`src/qdd_pkg.sv`:
```
// Shared types, codes and lookup functions for the quadrature detent decoder.
package qdd_pkg;

    // Configuration register indexes
    localparam logic CFG_STEPS_PER_DETENT = 1'b0;
    localparam logic CFG_FAST_THRESHOLD   = 1'b1;

    localparam int CFG_DATA_W = 8;

    // Register reset values
    localparam logic [3:0] STEPS_RESET  = 4'd4;
    localparam logic [7:0] THRESH_RESET = 8'd150;

    // Detent event codes
    localparam logic [1:0] DET_NONE = 2'd0;
    localparam logic [1:0] DET_UP   = 2'd1;
    localparam logic [1:0] DET_DOWN = 2'd2;

    // Button event codes (two's complement)
    localparam logic signed [1:0] BTN_NONE    = 2'sd0;
    localparam logic signed [1:0] BTN_PRESS   = 2'sd1;
    localparam logic signed [1:0] BTN_RELEASE = -2'sd1;

    // Tick counter ceiling
    localparam logic [7:0] TICK_MAX = 8'hff;

    // One result word
    typedef struct packed {
        logic signed [1:0] button_event;
        logic [1:0]        detent_event;
        logic              detent_fast;
        logic signed [7:0] step_count;
    } t_result;

    // Quadrature step from previous AB (upper bits) and current AB (lower bits)
    function automatic logic signed [1:0] quad_delta(input logic [3:0] idx);
        logic signed [1:0] d;
        unique case (idx) inside
            4'd2, 4'd4, 4'd11, 4'd13: d = 2'sd1;
            4'd1, 4'd7, 4'd8, 4'd14:  d = -2'sd1;
            default:                  d = 2'sd0;
        endcase
        return d;
    endfunction

    // Button edge from a three-sample history, newest in bit 0
    function automatic logic signed [1:0] btn_edge(input logic [2:0] hist);
        logic signed [1:0] e;
        unique case (hist)
            3'b011:  e = BTN_PRESS;
            3'b100:  e = BTN_RELEASE;
            default: e = BTN_NONE;
        endcase
        return e;
    endfunction

endpackage

```
`src/qdd_if.sv`:
```
// Handshake interfaces for the sample, result and configuration channels.
interface qdd_in_if;
    logic valid;
    logic ready;
    logic pin_a;
    logic pin_b;
    logic button_pin;

    modport source (output valid, output pin_a, output pin_b, output button_pin,
                    input ready);
    modport sink   (input valid, input pin_a, input pin_b, input button_pin,
                    output ready);
endinterface

interface qdd_out_if;
    logic              valid;
    logic              ready;
    logic signed [1:0] button_event;
    logic [1:0]        detent_event;
    logic              detent_fast;
    logic signed [7:0] step_count;

    modport source (output valid, output button_event, output detent_event,
                    output detent_fast, output step_count, input ready);
    modport sink   (input valid, input button_event, input detent_event,
                    input detent_fast, input step_count, output ready);
endinterface

interface qdd_cfg_if;
    logic                          valid;
    logic                          ready;
    logic                          index;
    logic [qdd_pkg::CFG_DATA_W-1:0] data;

    modport source (output valid, output index, output data, input ready);
    modport sink   (input valid, input index, input data, output ready);
endinterface

```
`src/quadrature_detent_decoder.sv`:
```
// Quadrature encoder decoder with detent events and button edge detection.
//
// Channels: i_in carries one sample word per tick (pin_a, pin_b, button_pin);
// o_out returns exactly one result word per sample (button_event,
// detent_event, detent_fast, step_count). i_cfg writes steps_per_detent
// (index 0, low four bits) and fast_threshold (index 1); it is always ready
// and should be used only while no sample is in flight.
// Each sample's result is registered into the result register, or into the skid
// register while that one waits. Throughput: one sample per cycle while i_in.ready
// is high; all decode work is a single short pass from the sample port into the buffer.
// Stalls: a two-entry output buffer (result register plus skid register)
// lets one more sample in while a result waits; i_in.ready drops only when
// both entries are full, and rises again as soon as o_out takes a word.
// Reset (synchronous, active low) clears the encoder history, button history,
// step accumulator, tick counter and both output entries, and restores the
// registers to four steps per detent and a fast threshold of 150.
module quadrature_detent_decoder (
    input  logic       i_clk,
    input  logic       i_rst_n,
    qdd_in_if.sink     i_in,
    qdd_out_if.source  o_out,
    qdd_cfg_if.sink    i_cfg
);

    // Configuration
    logic [3:0] r_steps;
    logic [7:0] r_thresh;

    // Decode state
    logic [1:0]        r_last_ab;
    logic [2:0]        r_hist;
    logic signed [7:0] r_accum;
    logic [7:0]        r_tick;

    // Output buffer
    qdd_pkg::t_result r_out;
    qdd_pkg::t_result r_skid;
    logic             r_out_valid;
    logic             r_skid_valid;

    // Next values
    logic [1:0]        n_last_ab;
    logic [2:0]        n_hist;
    logic signed [7:0] n_accum;
    logic [7:0]        n_tick;
    qdd_pkg::t_result  n_result;

    logic              in_fire;
    logic              out_fire;
    logic              cfg_fire;
    logic signed [1:0] delta;
    logic signed [8:0] sum;
    logic signed [7:0] acc_sat;
    logic [7:0]        tick_inc;
    logic [3:0]        spd;
    logic signed [7:0] spd_s;

    assign in_fire  = i_in.valid && i_in.ready;
    assign out_fire = r_out_valid && o_out.ready;
    assign cfg_fire = i_cfg.valid && i_cfg.ready;

    assign i_in.ready  = !r_skid_valid;
    assign i_cfg.ready = 1'b1;

    assign o_out.valid        = r_out_valid;
    assign o_out.button_event = r_out.button_event;
    assign o_out.detent_event = r_out.detent_event;
    assign o_out.detent_fast  = r_out.detent_fast;
    assign o_out.step_count   = r_out.step_count;

    // Decode one sample: button edge, quadrature step, tick count, detent check
    always_comb begin
        n_last_ab = {i_in.pin_a, i_in.pin_b};
        n_hist    = {r_hist[1:0], i_in.button_pin};
        delta     = qdd_pkg::quad_delta({r_last_ab, n_last_ab});
        sum       = 9'(r_accum) + 9'(delta);
        if (sum > 9'sd127) begin
            acc_sat = 8'sd127;
        end else if (sum < -9'sd128) begin
            acc_sat = -8'sd128;
        end else begin
            acc_sat = sum[7:0];
        end
        tick_inc = (r_tick == qdd_pkg::TICK_MAX) ? r_tick : r_tick + 8'd1;
        spd      = (r_steps == 4'd0) ? 4'd1 : r_steps;
        spd_s    = signed'({4'b0000, spd});

        n_result.button_event = qdd_pkg::btn_edge(n_hist);
        n_result.detent_event = qdd_pkg::DET_NONE;
        n_result.detent_fast  = 1'b0;
        n_accum = acc_sat;
        n_tick  = tick_inc;
        if (acc_sat >= spd_s) begin
            n_accum               = acc_sat - spd_s;
            n_result.detent_event = qdd_pkg::DET_UP;
        end else if (acc_sat <= -spd_s) begin
            n_accum               = acc_sat + spd_s;
            n_result.detent_event = qdd_pkg::DET_DOWN;
        end
        if (n_result.detent_event != qdd_pkg::DET_NONE) begin
            n_result.detent_fast = (tick_inc < r_thresh);
            n_tick               = 8'd0;
        end
        n_result.step_count = n_accum;
    end

    // Hold configuration; write on a configuration handshake
    always_ff @(posedge i_clk) begin
        if (!i_rst_n) begin
            r_steps  <= qdd_pkg::STEPS_RESET;
            r_thresh <= qdd_pkg::THRESH_RESET;
        end else if (cfg_fire) begin
            unique case (i_cfg.index)
                qdd_pkg::CFG_STEPS_PER_DETENT: r_steps  <= i_cfg.data[3:0];
                qdd_pkg::CFG_FAST_THRESHOLD:   r_thresh <= i_cfg.data;
                default:                       r_steps  <= r_steps;
            endcase
        end
    end

    // Advance decode state on each accepted sample
    always_ff @(posedge i_clk) begin
        if (!i_rst_n) begin
            r_last_ab <= 2'b00;
            r_hist    <= 3'b000;
            r_accum   <= 8'sd0;
            r_tick    <= 8'd0;
        end else if (in_fire) begin
            r_last_ab <= n_last_ab;
            r_hist    <= n_hist;
            r_accum   <= n_accum;
            r_tick    <= n_tick;
        end
    end

    // Output buffer control: refill the result register from skid or new word
    always_ff @(posedge i_clk) begin
        if (!i_rst_n) begin
            r_out_valid  <= 1'b0;
            r_skid_valid <= 1'b0;
        end else if (!r_out_valid || out_fire) begin
            if (r_skid_valid) begin
                r_out_valid  <= 1'b1;
                r_skid_valid <= 1'b0;
            end else begin
                r_out_valid <= in_fire;
            end
        end else if (in_fire) begin
            r_skid_valid <= 1'b1;
        end
    end

    // Output buffer payload
    always_ff @(posedge i_clk) begin
        if (!r_out_valid || out_fire) begin
            if (r_skid_valid) begin
                r_out <= r_skid;
            end else if (in_fire) begin
                r_out <= n_result;
            end
        end else if (in_fire) begin
            r_skid <= n_result;
        end
    end

endmodule

```
`src/flat_wrapper.sv`:
```
// flat-port wrapper written by rule: the top's interface ports become plain ports
module quadrature_detent_decoder_flat 
  (i_clk, i_rst_n, i_in_valid, i_in_pin_a, i_in_pin_b, i_in_button_pin, i_in_ready, o_out_valid, o_out_button_event, o_out_detent_event, o_out_detent_fast, o_out_step_count, o_out_ready, i_cfg_valid, i_cfg_index, i_cfg_data, i_cfg_ready);
  qdd_in_if i_in_i ();
  qdd_out_if o_out_i ();
  qdd_cfg_if i_cfg_i ();
  input  logic i_clk;
  input  logic i_rst_n;
  input wire logic [$bits(i_in_i.valid)-1:0] i_in_valid;
  input wire logic [$bits(i_in_i.pin_a)-1:0] i_in_pin_a;
  input wire logic [$bits(i_in_i.pin_b)-1:0] i_in_pin_b;
  input wire logic [$bits(i_in_i.button_pin)-1:0] i_in_button_pin;
  output wire logic [$bits(i_in_i.ready)-1:0] i_in_ready;
  output wire logic [$bits(o_out_i.valid)-1:0] o_out_valid;
  output wire logic [$bits(o_out_i.button_event)-1:0] o_out_button_event;
  output wire logic [$bits(o_out_i.detent_event)-1:0] o_out_detent_event;
  output wire logic [$bits(o_out_i.detent_fast)-1:0] o_out_detent_fast;
  output wire logic [$bits(o_out_i.step_count)-1:0] o_out_step_count;
  input wire logic [$bits(o_out_i.ready)-1:0] o_out_ready;
  input wire logic [$bits(i_cfg_i.valid)-1:0] i_cfg_valid;
  input wire logic [$bits(i_cfg_i.index)-1:0] i_cfg_index;
  input wire logic [$bits(i_cfg_i.data)-1:0] i_cfg_data;
  output wire logic [$bits(i_cfg_i.ready)-1:0] i_cfg_ready;
  assign i_in_i.valid = i_in_valid;
  assign i_in_i.pin_a = i_in_pin_a;
  assign i_in_i.pin_b = i_in_pin_b;
  assign i_in_i.button_pin = i_in_button_pin;
  assign i_in_ready = i_in_i.ready;
  assign o_out_valid = o_out_i.valid;
  assign o_out_button_event = o_out_i.button_event;
  assign o_out_detent_event = o_out_i.detent_event;
  assign o_out_detent_fast = o_out_i.detent_fast;
  assign o_out_step_count = o_out_i.step_count;
  assign o_out_i.ready = o_out_ready;
  assign i_cfg_i.valid = i_cfg_valid;
  assign i_cfg_i.index = i_cfg_index;
  assign i_cfg_i.data = i_cfg_data;
  assign i_cfg_ready = i_cfg_i.ready;
  quadrature_detent_decoder u_core (.i_clk(i_clk), .i_rst_n(i_rst_n), .i_in(i_in_i), .o_out(o_out_i), .i_cfg(i_cfg_i));
endmodule
```
`config.mk`:
```
export PLATFORM = sky130hd
export DESIGN_NAME = quadrature_detent_decoder_flat
export DESIGN_NICKNAME = d
export VERILOG_FILES = /design/src/qdd_pkg.sv /design/src/qdd_if.sv /design/src/quadrature_detent_decoder.sv /design/src/flat_wrapper.sv
export SDC_FILE = /design/constraint.sdc
export NUM_CORES = 1
export LEC_CHECK = 0
export ABC_CLOCK_PERIOD_IN_PS = 9800
export BUFFER_PORTS_ARGS = -buffer_cell sky130_fd_sc_hd__buf_2
export CELL_PAD_IN_SITES_DETAIL_PLACEMENT = 2
export CELL_PAD_IN_SITES_GLOBAL_PLACEMENT = 2
export CORE_ASPECT_RATIO = 1.25
export CORE_MARGIN = 1
export CORE_UTILIZATION = 30
export DETAILED_ROUTE_END_ITERATION = 10
export PLACE_DENSITY = 0.68
export SKIP_LAST_GASP = 1
export SLEW_MARGIN = 20
export SYNTH_ARGS = -nofsm -noshare
export SYNTH_HDL_FRONTEND = slang
export SYNTH_SLANG_ARGS = --single-unit
```
`constraint.sdc`:
```
create_clock -name i_clk -period 9.8 [get_ports i_clk]
set_input_delay 0 -clock i_clk [delete_from_list [all_inputs] [get_ports i_clk]]
set_output_delay 0 -clock i_clk [all_outputs]
set_load 0.02 [all_outputs]
```
==> qor.yml, run 1 <==
power_and_ir_drop:
  p_int_mw: 0.925
  ir_worst_vdd_v: 0.000127
  combPwrFrac_pct: 58.5
  power_frac_clock_pct: 19.5
  p_sw_mw: 0.807
  p_total_mw: 1.73
  power.density_nw_per_um2: 362
  p_leak_nw: 1.97
  seqPwrFrac_pct: 22.0
  swShare_pct: 46.6
synthesis:
  synth_fa_ha_area_share_pct: 10.9
  yosys.area_share.simple_pct: 19.3
  yosysMostFrequentCell: "nand2_1"
  syn_area_sq_um: 4060
  ys_dominant_reg_cell: "dfxtp_1"
  ys_top_cells_by_area: "edfxtp_1 19%, dfxtp_1 17%, ha_1 10%, nand2_1 5.3%, a21oi_1 3.9%"
  synth_top_family_by_area: "compound AO/OA/AOI/OAI gates"
  postSynthCellCount: 474
  synthArstFlopShare_pct: 0
  synth-xor-area-share_pct: 3.67
  synth_compound_area_share_pct: 21.7
  ys_types: 61
  syn-num-nets: 525
  ys_warn_count: 0
  yosysSeqAreaShare_pct: 36.0
  synth_commonest_cells: "57 x nand2_1, 34 x dfxtp_1, 34 x nor2_1, 33 x ha_1, 33 x inv_1"
  synth_area_per_cell_sq_um: 8.57
  synth-seq-cells: 60
  synthMuxAreaShare_pct: 2.65
  synth_edf_count: 26
  synth_top_area_share_pct: 19.2
  yosys.area.top_type: "edfxtp_1"
run:
  max_cap_viol_count: 0
place:
  dp_cells: 658
  dpl.hpwl_um: 10600
  post_dp_cell_area_sq_um: 4360
  io_buffers: 31
  pre_cts_slack_ns: 2.94
  place_congestion: 0.824
clocking:
  cts_setup_buffers: 0
  cts_tree: "done"
  clk_path_buf_depth: 2
  clock-root-buffer: "clkbuf_16"
  clock_latency_ns: 0.33
  htree_levels: 3
  cts_hold_buf: 11
  clock-sinks: 60
  cts-resized-gates: 0
  cts_made_buffers: 9
  path_clk_slew_ns: 0.06
cells_and_area:
  syn2layout_area_growth_pct: 17.9
  fillers: 1502
  multi_input_area_sq_um: 2370
  final_util_pct: 36.2
  final_area_sq_um: 4790
  fin_cells: 685
  diodes: 0
  final_layout_size_suffix_gt1_share_pct: 12.8
  nets: 560
  seq_area_sq_um: 1460
routing:
  dr.pass1.iters: 4
  route.detailed.drc: 0
  drt_iter0_markers: 64
  wirelength_um: 13600
  vias: 3706
  wl_per_cell_um: 19.8
  avgViaCountPerCell: 5.41
  postRouteAntennaNets: 0
global_routing:
  grt_pass1_wl_um: 21900
  antenna_found_initial: 0
  grt_use_met2_pct: 38.7
  overflow: 0
  use_met1_pct: 22.6
  grt_usage_pct: 20.5
  grt_pass1_vias: 4125
  grt.busiest_layer: "met2"
  use_met3_pct: 3.46
  grt_max_degree: 25
min_path:
  hold_class: "input port to register"
sta:
  period_share_pct: 70.5
  slew_headroom_pct: 18.0
  period_minus_slack_ns: 6.90
  fmax_mhz: 145
  setup-tns-final_ns: 0
  maxSlewViolCount: 0
  finalSetupViolations: 0
  hold_slack_ns: 0.0243
  setup_slack_ns: 2.90
  rsz0062_at_grt: "no"
  fin_worst_skew_ns: 0.00718
  hold_viol: 0
  tightest_slew_ns: 1.20
die:
  core-area_sq_um: 13200
  io_pins: 33
  die_area_sq_um: 14000
  die_h_um: 132
  num_rows: 47
  initial_core_util_pct: 30.7
  die_w_um: 106
status:
  status: "completed"
setup_path:
  worst_setup_path_end_kind: "register"
  cp-start-kind: "input port"
  crit_required_ns: 10.00
  arrival_ns: 7.10
  crit_type: "input port to register"
  path_max_fanout: 12
==> final timing paths <==
check                                                          end  slack, ns  cells after the start                              from
worst max-delay path            u_core.o_out.detent_fast$_DFFE_PP_       2.90                     22                        i_in_pin_a
worst min register to register     u_core.r_thresh[5]$_SDFFE_PN0P_       0.46                      2   u_core.r_thresh[5]$_SDFFE_PN0P_
worst min-delay path               u_core.r_thresh[7]$_SDFFE_PN1P_       0.02                      2                           i_rst_n
worst max register to register  u_core.o_out.detent_fast$_DFFE_PP_       2.90                     20  u_core.r_last_ab[0]$_SDFFE_PN0P_
==> power by group through the flow <==
stage	logic (mW)	clock network, mW	registers, mW
2_1_floorplan	0.668	0	0.409
3_3_place_gp	0.983	0	0.384
3_5_place_dp	1.01	0	0.387
4_1_cts	1.02	0.345	0.383
5_1_grt	1.11	0.356	0.387
6_report	1.01	0.338	0.381
==> cells in the final DEF (no fill, tap or decap), types with 3 or more instances in the layout <==
cell / netlist / routed
buf_4: 1 / 3
a211oi_1: 5 / 5
o2111ai_1: 4 / 4
o21a_1: 9 / 9
nand2b_1: 4 / 4
nand2_1: 57 / 57
nor2b_1: 3 / 3
buf_2: 3 / 31
edfxtp_1: 26 / 26
o21ai_0: 25 / 25
clkbuf_16: 0 / 9
mux2i_1: 4 / 4
a31oi_1: 6 / 6
a21o_1: 6 / 6
and2_1: 3 / 3
or3_1: 4 / 4
o31ai_1: 4 / 4
mux2_2: 6 / 6
or4_1: 3 / 3
nor2_1: 34 / 34
xnor2_1: 10 / 10
dlygate4sd3_1: 0 / 11
a32o_1: 3 / 3
nor3_1: 13 / 13
dfxtp_1: 34 / 34
inv_1: 33 / 33
nor4_1: 3 / 3
and3_1: 5 / 5
nand4_1: 7 / 7
o41ai_1: 3 / 3
xor2_1: 7 / 7
a21oi_1: 32 / 32
nand3_1: 19 / 19
o211ai_1: 12 / 12
o22ai_1: 3 / 3
ha_1: 33 / 33
==> registers in the layout (all words and copies together) (netlist names) <==
name	cells
u_core.r_hist	2
u_core.o_out.valid	1
u_core.o_out.button_event	2
u_core.r_accum	8
u_core.o_out.detent_event	2
u_core.r_steps	4
u_core.o_out.detent_fast	1
u_core.r_skid	13
u_core.r_thresh	8
u_core.r_skid_valid	1
u_core.r_last_ab	2
u_core.r_tick	8
u_core.o_out.step_count	8
==> worst max-delay path: stages <==
cell and delay [ns]:
dlygate4sd3_1 0.53, buf_2 0.14, xor2_1 0.15, nor2_1 0.52, inv_1 0.18, nand2_1 0.12, ha_1 0.19, inv_1 0.06
fa_1 0.39, nand2b_1 0.22, a21oi_1 0.20, o21a_1 0.41, a21oi_1 0.22, o21ai_0 0.68, ha_1 0.45, a21o_1 0.29
nor4_1 0.13, a21oi_1 0.56, nor3_1 0.13, buf_4 0.22, a2111oi_0 1.01, mux2_2 0.31
==> per-layer routing <==
metal | vias to the layer above | routed length (um) | part of all wire (%)
met3 | 18 | 179 | 1.3
met5 | - | 0 | 0
met2 | 30 | 7430 | 55
met4 | 0 | 320 | 2.4
met1 | 1864 | 5640 | 42
li1 | 1794 | - | -
==> kinds of logic (layout without fill, tap and decap cells) <==
group / after synthesis / after routing
muxes: 10 / 10
DFF: 60 / 60
xor gates and xnor gates: 17 / 17
buffers and inverters: 56 / 96
AOI/OAI and AO/OA: 130 / 130
other: 2 / 2
and+or+nand+nor: 164 / 164
adders and majority gates: 35 / 35
==> final cells by class <==
class	count	area share, %
clock buffers	10	4.78
flip-flops and latches	60	30.5
well taps	171	4.47
repair buffers	45	6.01
multi-input cells	358	49.6
inverters	35	2.74
clock inverters	6	1.86
No activity file was read; power rests on OpenSTA's default activity.
==> run 2, diff against run 1 <==
Settings changed: ABC_AREA set to 1, ABC_CLOCK_PERIOD_IN_PS 9800 to 6300, PLACE_DENSITY 0.68 to 0.75.
Clock period 9.8 ns to 6.3 ns, I/O delays scaled along.
==> run 2 against run 1 <==
  * Final cell count up 12%
  * Die area down 1.7%
  * Highest routed layer unchanged
  * Global-route usage down 0.58 points
  * Utilization up 0.75 points
  * Design area down 0.99%
  * First-iteration DRC count up 4.7%
  * Total power up 41%
  * Synthesized cell count up 16%
  * Clock power up 61%
==> qor.yml, run 2 <==
status:
  status: "completed"
power_and_ir_drop:
  ir_worst_vdd_v: 0.000144
  p_total_mw: 2.44
  p_leak_nw: 2.33
  power.density_nw_per_um2: 514
sta:
  fin_worst_skew_ns: 0.0131
  period_minus_slack_ns: 5.12
  setup-tns-final_ns: 0
  hold_viol: 0
  slew_headroom_pct: 50.7
  fmax_mhz: 195
  maxSlewViolCount: 0
  period_share_pct: 81.2
  finalSetupViolations: 0
  tightest_slew_ns: 0.739
  rsz0062_at_grt: "no"
clocking:
  path_clk_slew_ns: 0.06
  clock-sinks: 60
  htree_levels: 3
  cts_made_buffers: 9
  cts_tree: "done"
  clock_latency_ns: 0.34
  cts-resized-gates: 0
  clock-root-buffer: "clkbuf_16"
  clk_path_buf_depth: 2
routing:
  vias: 3743
  avgViaCountPerCell: 4.89
  route.detailed.drc: 0
  wirelength_um: 13000
  wl_per_cell_um: 16.9
  dr.pass1.iters: 4
  drt_iter0_markers: 67
  postRouteAntennaNets: 0
cells_and_area:
  largest-register: "u_core.r_skid"
  final_layout_size_suffix_gt1_share_pct: 12.5
  syn2layout_area_growth_pct: 18.7
  diodes: 0
  final_cell_mix: "143 x nand2_1, 75 x inv_1, 54 x nor2_1, 37 x nand3_1, 35 x a21oi_1"
  nets: 644
  final_util_pct: 36.9
  final_common_cell: "nand2_1"
  largest_reg_flops: 13
setup_path:
  worst_setup_path_end_kind: "register"
  reg2reg_from: "u_core.r_last_ab[1]$_SDFFE_PN0P_"
  crit_path_start: "i_in_pin_b"
  arrival_ns: 5.21
  path_max_fanout: 8
  crit_required_ns: 6.39
  slowest_stage: "dlygate4sd3_1"
  crit_top_cell: "nand2_1"
  crit_type: "input port to register"
  cp-start-kind: "input port"
  cp_slowest_stage_delay_ns: 0.53
synthesis:
  yosys.area.top_type: "edfxtp_1"
  yosysSeqAreaShare_pct: 36.6
  synth_area_per_cell_sq_um: 7.23
  postSynthCellCount: 552
  yosysMostFrequentCell: "nand2_1"
  synth-seq-cells: 60
  synth_top_area_share_pct: 19.6
  ys_dominant_reg_cell: "dfxtp_1"
  ys_types: 37
  ys_warn_count: 0
  synthArstFlopShare_pct: 0
  syn_area_sq_um: 3990
  syn-num-nets: 603
  ys_top_cells_by_area: "edfxtp_1 20%, dfxtp_1 17%, nand2_1 13%, ha_1 10%, inv_1 7.1%"
  synth_edf_count: 26
  synth_commonest_cells: "143 x nand2_1, 75 x inv_1, 56 x nor2_1, 37 x nand3_1, 35 x a21oi_1"
die:
  core-area_sq_um: 12800
  initial_core_util_pct: 31.1
  io_pins: 33
  die_h_um: 131
  die_area_sq_um: 13800
  num_rows: 46
  die_w_um: 105
global_routing:
  grt_pass1_wl_um: 20700
  grt_pass1_vias: 4098
  antenna_found_initial: 0
  overflow: 0
  grt_usage_pct: 19.9
  grt_max_degree: 25
min_path:
  hold_class: "input port to register"
  hold_start: "i_cfg_data[3]"
place:
  dpl.hpwl_um: 10100
  io_buffers: 31
  place_congestion: 0.858
run:
  max_cap_viol_count: 0
## run 2: cell count changes after synthesis, sizes merged, moves of 7 or more
cell | before | now
nand2 | 57 | 156
inv | 35 | 79
o21a | 9 | 1
nand3 | 19 | 40
nor2 | 34 | 58
o211ai | 12 | 5
nor3 | 13 | 5
## run 2: path summary, 6_finish.rpt
path	end	slack [ns]	cells past startpoint
worst max-delay path	u_core.o_out.step_count[2]$_DFFE_PP_	1.18	31
worst min-delay path	u_core.r_thresh[3]$_SDFFE_PN0P_	0.02	3
worst max register to register	u_core.o_out.step_count[2]$_DFFE_PP_	1.20	29
worst min register to register	u_core.r_tick[7]$_SDFFE_PN0P_	0.49	2
## run 2: routing by layer
layer  up-vias  GRT usage, %  share of wire, %
met4         0          8.04               1.8
met5         -             0                 0
li1       1858             -                 -
met3        13          3.13               1.6
met2        38          40.8                56
met1      1834          20.0                40
## run 2: power breakdown
group	switching [mW]	total [mW]	internal, mW
Clock	0.187	0.545	0.358
Combinational	0.927	1.32	0.396
Sequential	0.0324	0.569	0.536
Total	1.15	2.44	1.29
## run 2: repair_timing
action                    4_1_cts  5_1_grt
buffers inserted                0        0
hold endpoints to repair       14        0
hold buffers                   11        0
## run 2: critical path: cells and delay by family
kind / cells / cell delay, ns
XOR/XNOR: 1 / 0.15
AO/OA/AOI/OAI: 6 / 0.99
AND/OR/NAND/NOR: 13 / 1.70
buffers and inverters: 8 / 1.51
adder cells (fa/ha/maj): 3 / 0.89
## run 2: logic make-up after synthesis
group | Yosys count | synth area share (%)
and+or+nand+nor | 270 | 29.3
buffers and inverters | 95 | 9.44
AOI/OAI and AO/OA | 77 | 10.5
DFF | 60 | 36.6
adders and majority gates | 34 | 10.8
xor gates and xnor gates | 13 | 2.85
other | 2 | 0.188
muxes | 1 | 0.282
## run 2: layout make-up
cell class                 instances  area [sq um]
fill                            1527          8100
multi-input combinational        397          2160
tap                              168           210
inverter                          82           309
timing repair buffer              43           273
clock inverter                     5          85.1
sequential                        60          1460
clock buffer                      11           243
## run 2: through the flow
step | setup WS [ns] | cells | instance area, sq um | hold slack (ns)
6_report | 1.18 | 766 | 4740 | 0.0228
3_5_place_dp | 1.15 | 739 | 4300 | 0.235
3_3_place_gp | 1.35 | 739 | 4300 | 0.219
4_1_cts | 1.13 | 766 | 4740 | 0.00248
5_1_grt | 0.630 | 766 | 4740 | 0.0421
2_1_floorplan | 2.21 | 552 | 3990 | 0.130
